**src/hdl/assert_macros.svh**
```systemverilog
// ----------------------------------------------------------------------------
// assert_macros
// assertion helpers
// ----------------------------------------------------------------------------
`ifndef ASSERT_MACROS_SVH
`define ASSERT_MACROS_SVH
`define ASSERT_CLK(label, clk, rst, prop, msg) \
  label: assert property (@(posedge clk) disable iff (rst) (prop)) else $error(msg);
`define ASSERT_CLK_NR(label, clk, prop, msg) \
  label: assert property (@(posedge clk) (prop)) else $error(msg);
`endif

```
**src/hdl/rmq_pkg.sv**
```systemverilog
// ----------------------------------------------------------------------------
// rmq_pkg
// shared types and constants for the matrix to quaternion core
// ----------------------------------------------------------------------------
package rmq_pkg;
  localparam logic [1:0] AXIS_X = 2'd0;
  localparam logic [1:0] AXIS_Y = 2'd1;
  localparam logic [1:0] AXIS_Z = 2'd2;

  typedef enum logic [1:0] {
    MODE_TRACE = 2'd0,
    MODE_PIVOT = 2'd1,
    MODE_BAD   = 2'd2
  } mode_t;

  function automatic logic [1:0] next_axis(input logic [1:0] a);
    logic [1:0] r;
    case (a)
      AXIS_X:  r = AXIS_Y;
      AXIS_Y:  r = AXIS_Z;
      default: r = AXIS_X;
    endcase
    return r;
  endfunction
endpackage

```
**src/hdl/rmq_front.sv**
```systemverilog
// ----------------------------------------------------------------------------
// rmq_front
// classifies a matrix: trace, pivot or bad case, radicand and numerators
// ----------------------------------------------------------------------------
module rmq_front #(
  parameter int DW = 16,
  parameter int FB = 14
) (
  input  logic                 clk,
  input  logic                 rst,
  input  logic                 in_valid,
  input  logic signed [DW-1:0] e [9],
  output logic                 out_valid,
  output rmq_pkg::mode_t       mode,
  output logic [1:0]           piv,
  output logic [DW+2:0]        rad,
  output logic signed [DW+1:0] num [3]
);
  localparam int RW = DW + 3;
  logic signed [RW-1:0] d [3];
  logic signed [RW-1:0] tr, one, rp;
  logic [1:0] i, j, k;
  logic signed [DW-1:0] mii, mjj, mkk;

  function automatic logic signed [DW-1:0] el(input logic signed [DW-1:0] a [9],
                                             input logic [1:0] r, input logic [1:0] c);
    logic [3:0] idx;
    idx = {2'b00, r} * 4'd3 + {2'b00, c};
    return a[idx];
  endfunction

  always_comb begin
    for (int n = 0; n < 3; n++) d[n] = RW'(e[n * 4]);
    one = RW'(1) <<< FB;
    tr = d[0] + d[1] + d[2];
    i = rmq_pkg::AXIS_X;
    if (e[4] > e[0]) i = rmq_pkg::AXIS_Y;
    if (e[8] > el(e, i, i)) i = rmq_pkg::AXIS_Z;
    j = rmq_pkg::next_axis(i);
    k = rmq_pkg::next_axis(j);
    mii = el(e, i, i);
    mjj = el(e, j, j);
    mkk = el(e, k, k);
    rp = RW'(mii) - RW'(mjj) - RW'(mkk) + one;
  end

  always_ff @(posedge clk) begin
    if (rst) begin
      out_valid <= 1'b0;
    end else begin
      out_valid <= in_valid;
    end
    piv <= i;
    if (tr > 0) begin
      mode   <= rmq_pkg::MODE_TRACE;
      rad    <= (DW+3)'(tr + one);
      num[0] <= (DW+2)'(e[7]) - (DW+2)'(e[5]);
      num[1] <= (DW+2)'(e[2]) - (DW+2)'(e[6]);
      num[2] <= (DW+2)'(e[3]) - (DW+2)'(e[1]);
    end else begin
      mode   <= (rp <= 0) ? rmq_pkg::MODE_BAD : rmq_pkg::MODE_PIVOT;
      rad    <= (DW+3)'(rp);
      num[0] <= (DW+2)'(el(e, k, j)) - (DW+2)'(el(e, j, k));
      num[1] <= (DW+2)'(el(e, j, i)) + (DW+2)'(el(e, i, j));
      num[2] <= (DW+2)'(el(e, k, i)) + (DW+2)'(el(e, i, k));
    end
  end
endmodule

```
**config.mk**
```make
export PLATFORM = sky130hd
export DESIGN_NAME = rmq_front
export DESIGN_NICKNAME = d
export VERILOG_FILES = /design/src/hdl/assert_macros.svh /design/src/hdl/rmq_pkg.sv /design/src/hdl/rmq_front.sv
export SDC_FILE = /design/constraint.sdc
export NUM_CORES = 1
export LEC_CHECK = 0
export ABC_AREA = 1
export CAP_MARGIN = 10
export CORE_MARGIN = 2
export CORE_UTILIZATION = 35
export DETAILED_ROUTE_END_ITERATION = 8
export DONT_BUFFER_PORTS = 1
export PLACE_DENSITY_LB_ADDON = 0.3
export RECOVER_POWER = 25
export SLEW_MARGIN = 20
export SYNTH_ARGS = -nofsm -noshare
export SYNTH_HDL_FRONTEND = slang
export SYNTH_SLANG_ARGS = --single-unit
```
**constraint.sdc**
```tcl
create_clock -name clk -period 17.9 [get_ports clk]
set_input_delay 2.685 -clock clk [delete_from_list [all_inputs] [get_ports clk]]
set_output_delay 2.685 -clock clk [all_outputs]
set_load 0.01 [all_outputs]
```
After elaboration in Yosys (flattened, before gate mapping)
Cells that the tools add are included.
{"block": "totals", "regBits": 78, "in_bits": 147}
{"block": "op_classes", "n_mux": 37, "n_bitwise": 10, "mul": 4, "n_lt_le_gt_ge": 14, "n_reduce_logical": 2, "n_addsub": 22, "n_eq_ne": 2}
{"cell": "binary-select mux 16 bit (select 4 bit)", "count": 10}
{"cell": "two-way mux 16 bit", "count": 20}
{"cell": "subtractor 16 x 16 -> 17 bit", "count": 5}
{"cell": "two-way mux 54 bit", "count": 1}
{"cell": "adder 16 x 16 -> 17 bit", "count": 3}
{"cell": ">= comparator 5 bit, second input constant", "count": 10}
{"cell": "inverter 4 -> 5 bit", "count": 10}
{"cell": "adder 4 x 2 -> 4 bit", "count": 10}
{"cell": "adder 18 x 16 -> 19 bit, second input constant", "count": 2}
{"cell": "> comparator 16 bit", "count": 2}
{"cell": "less-or-equal comparator 19 x 1 -> 1 bit, second input constant", "count": 1}
{"cell": "two-way mux 19 bit", "count": 1}
{"cell": "adder 17 x 16 -> 18 bit", "count": 1}
{"cell": "> comparator 18 x 1 -> 1 bit, second input constant", "count": 1}
{"cell": "subtractor 17 x 16 -> 18 bit", "count": 1}
{"cell": "multiplier 2 x 2 -> 4 bit, second input constant", "count": 4}
{"cell": "one-hot mux 2 bit (2 select lines)", "count": 2}
{"cell": "== test 2 x 1 -> 1 bit, second input constant", "count": 2}
{"cell": "zero test 2 bit", "count": 2}
{"cell": "two-way mux 2 bit", "count": 2}
{"cell": "two-way mux 1 bit", "count": 1}

Depth between registers and ports, before layout
{"block": "depth", "ltp_word": 24, "ltp_mapped": 52, "depth_no_buf": 49}

Worst setup path before layout
OpenSTA, ideal clock, no wires.
{"block": "synth_timing", "path_kind": "input port to flip-flop", "from": "in e[137] (netlist bit)", "to": "reg mode[0]", "t_arrival_ps": 8014, "cell_stages": 42, "n_path_buf": 3, "slack_ps": 9768, "setup_time_ps": 118, "cell_sequence": "inv_1 ha_1 nand2_1 inv_1 o21ai_0 a21oi_1 nor2_1 nand2_1 nand2_1 nand3_1 clkbuf_1 nand2_1 o21ai_0 ha_1 nand2_1 nor4_4 nand2_1 nand2_1 (+6 left out) nand2_1 fa_1 ha_1 ha_1 inv_1 fa_1 inv_1 nand3_1 nand2_1 nand3_1 nand3_1 nand2_1 nand2_1 nand2_1 nor2_1 nand3_1 nand2_1 nor2_1"}
{"block": "synth_via", "elab_chain_len": 24, "word_cells_on_any_way": 42, "cone_classes": "add/sub (9); mul (4); order compare (4); eq/ne (2); mux (17); bitwise (4); reduce/logical (2)"}
{"element": "start, declared", "line_no": "rmq_front.sv:12", "text": "input logic signed [DW-1:0] e [9],"}
{"element": "parallel branches: the longest is 24 deep, another holds > comparator 16 bit"}
{"element": "end signal, assigned", "line_no": "rmq_front.sv:55", "text": "mode <= rmq_pkg::MODE_TRACE;"}
{"element": "end signal, assigned", "line_no": "rmq_front.sv:61", "text": "mode <= (rp <= 0) ? rmq_pkg::MODE_BAD : rmq_pkg::MODE_PIVOT;"}
{"element": "end, declared", "line_no": "rmq_front.sv:14", "text": "output rmq_pkg::mode_t mode,"}
Parallel ways; which one is timed is not known. The select of a mux whose other input is x is not followed.
A chain may end at the register's enable or synchronous reset.

Worst setup path in the final report
{"block": "layout_timing", "from": "in e[137] (netlist bit)", "to": "reg mode[1]"}
The elaborated chain is that of the path after synthesis.

==> metrics.yaml <==
drt:
  drc: 0
  first_pass_iters: 8
  viasPerCell: 5.35
  antenna_left: 0
  drt-initial-drc-count: 1591
  vias: 16000
  wl_um: 55800
  wire_per_inst_um: 18.6
sta:
  period_share_pct: 56.8
  hold_viol: 0
  setup_violations: 0
  worstMarginPinSlew_ps: 988
  rsz0062_at_grt: "no"
  max_freq_mhz: 98.3
  fin_crit_ps: 10170
  maxSlewHeadroom_pct: 34.2
  setup_ws_ps: 7730
  final_max_slew_viol_count: 0
  fin_tns_setup_ps: 0
global_routing:
  grt_start_max_net_pins: 250
  antenna_found_initial: 2
  overflow: 0
  grt_util_all_layers_pct: 25.1
  grt_pass1_vias: 14400
  grt_pass1_wl_um: 84200
setup_path:
  critPathMaxStageDelay_ps: 730
  worstSetupEndpointType: "register"
  criticalPathCategory: "in2reg"
  critPathLaunchType: "input port"
  critPathSlowestCell: "buf_4"
  path_common_cell: "nand2_1"
  cp_max_fo: 74
  required_ps: 18200
  cp.arrival_ps: 10470
worst_hold_path:
  worstHoldStart: "rst"
  hold-path-cell-count: 1
  hold_end: "out_valid$_SDFF_PP0_"
  min_path_type: "in2reg"
synthesis:
  ys_seq_elements: 75
  async_reset_ff_share_pct: 0
  yosysMostFrequentCell: "nand2_1"
  synth.area.top_cells: "nand2_1 20%, ha_1 15%, nand3_1 11%, dfxtp_1 10%, inv_1 8.2%"
  synth_area_leader_cell: "nand2_1"
  synth_area_um2: 14700
  syn_nets: 2891
  yosysSeqAreaShare_pct: 10.2
  ys_types: 39
  yosys_warnings: 0
  synth_top_area_share_pct: 19.6
  synth_cells: 2526
  avgSynthCellArea_um2: 5.81
  ys.flop_type: "dfxtp_1"
  synthTopCellsByCount: "767 x nand2_1, 329 x nand3_1, 320 x inv_1, 270 x nor2_1, 178 x ha_1"
  synth_edf_count: 0
finish:
  area_delta_synth_final_pct: 4.34
  antenna_cells: 0
  drive_gt1_share_pct: 1.71
  fin_nets: 2820
clocking:
  cts.sinks: 75
  cts_max_level: 3
  cts_buffers: 9
  cts_root_buf: "clkbuf_16"
  ctsResizeCount: 0
  hold_buffers: 0
  postCtsSetupBuffers: 0
  ctsLongestPathBuffers: 2
  tritoncts: "yes"
  cts.clk_slew.worst_paths_ps: 80
power:
  cellPowerDensity_nw_per_um2: 198
  power_frac_seq_pct: 11.6
  ir_worst_vdd_mv: 0.0998
  p_comb_share_pct: 81.7
  p_leak_nw: 8.49
  switching_power_w: 0.00182
  clockPowerShare_pct: 6.6
  intPower_w: 0.00121
  switching_share_pct: 60.0
die:
  die_w_um: 209
  coreArea_um2: 41700
  start_util_pct: 35.2
  io-pin-count: 225
  rows: 75
  dieHeight_um: 209
  dieArea_um2: 43600
placement:
  hpwl_um: 45700
  pre_cts_ws_ps: 7440
  port_buffers: 0
  place_congestion: 0.991
job:
  cap_violations: 0
status:
  outcome: "complete, no violations"
==> worst max-delay path: cells and delay by family <==
family	cells	cell delay [ps]
XOR/XNOR	1	310
AND/OR/NAND/NOR	24	3140
buffers and inverters	7	1810
AO/OA/AOI/OAI	4	670
adder cells (fa/ha/maj)	5	1790
==> worst max-delay path by stage <==
stage / start / end / slack [ps] / depth (start not counted)
after floorplan: e[137] / mode[0]$_SDFF_PP0_ / 9770 / 42
after global placement: e[137] / mode[1]$_SDFF_PP0_ / 7520 / 40
after detailed placement: e[137] / mode[1]$_SDFF_PP0_ / 7440 / 41
after CTS: e[137] / mode[1]$_SDFF_PP0_ / 7830 / 40
after global routing: e[137] / mode[1]$_SDFF_PP0_ / 6970 / 41
final: e[137] / mode[1]$_SDFF_PP0_ / 7730 / 41
==> through the flow <==
stage	util, %	total power (W)	area, um^2	hold slack [ps]	cells
after CTS	36.8	0.00303	15300	2340	2999
after global placement	36.0	0.00279	15000	2760	2983
final	36.8	0.00303	15300	2360	2999
after global routing	36.8	0.00337	15300	2350	2999
after floorplan	-	0.00216	14700	2760	2526
after detailed placement	36.0	0.00280	15000	2760	2983
==> logic make-up after synthesis <==
| family | Yosys count | share of synthesized area (%) |
|---|---|---|
| AND/OR/NAND/NOR | 1463 | 42.3 |
| AO/OA/AOI/OAI | 282 | 10.9 |
| adder cells (fa/ha/maj) | 218 | 20.6 |
| buffers and inverters | 412 | 11.3 |
| XOR/XNOR | 76 | 4.68 |
| flip-flops | 75 | 10.2 |
==> metal layers <==
metal | routed length [um] | global-route usage, %
met2 | 22400 | 35.5
met4 | 1900 | 9.61
met5 | 13 | 0
met1 | 26000 | 36.1
met3 | 5470 | 6.36
==> placed cells by master, fill, tap and decap left out, types with 3 or more instances in the layout <==
master / n
o21a_1: 3
dfxtp_1: 75
fa_1: 40
ha_1: 178
nor2_1: 270
buf_4: 8
o31ai_1: 3
o21ai_0: 70
nand2_2: 4
or2_2: 5
xor2_1: 44
a221oi_1: 3
xnor2_1: 30
o21bai_1: 15
o211ai_1: 32
nand3b_1: 43
nand4_1: 19
a31oi_1: 6
nand3_1: 328
a211oi_1: 4
a21o_1: 8
clkbuf_16: 9
nand2_1: 766
inv_1: 320
nor3_1: 20
a21oi_1: 135
==> registers in the layout (all words and copies together), names as in the netlist <==
| register | cells |
|---|---|
| mode | 2 |
| num | 51 |
| out_valid | 1 |
| piv | 2 |
| rad | 19 |
==> final cells by class <==
cell class / count / area, um^2
multi-input cells: 2039 / 11600
inverters: 321 / 1200
clock inverters: 6 / 63.8
repair buffers: 9 / 80.1
well taps: 539 / 674
clock buffers: 10 / 239
flip-flops and latches: 75 / 1500
fillers: 4713 / 26300
==> power groups by stage <==
stage	clock [W]	sequential (W)	combinational (W)
after global placement	0	0.000359	0.00243
after detailed placement	0	0.000358	0.00244
after global routing	0.000212	0.000361	0.00280
after CTS	0.000209	0.000356	0.00246
after floorplan	0	0.000338	0.00183
final	0.000201	0.000353	0.00248
Note: power is estimated with default switching activity, not from simulation.
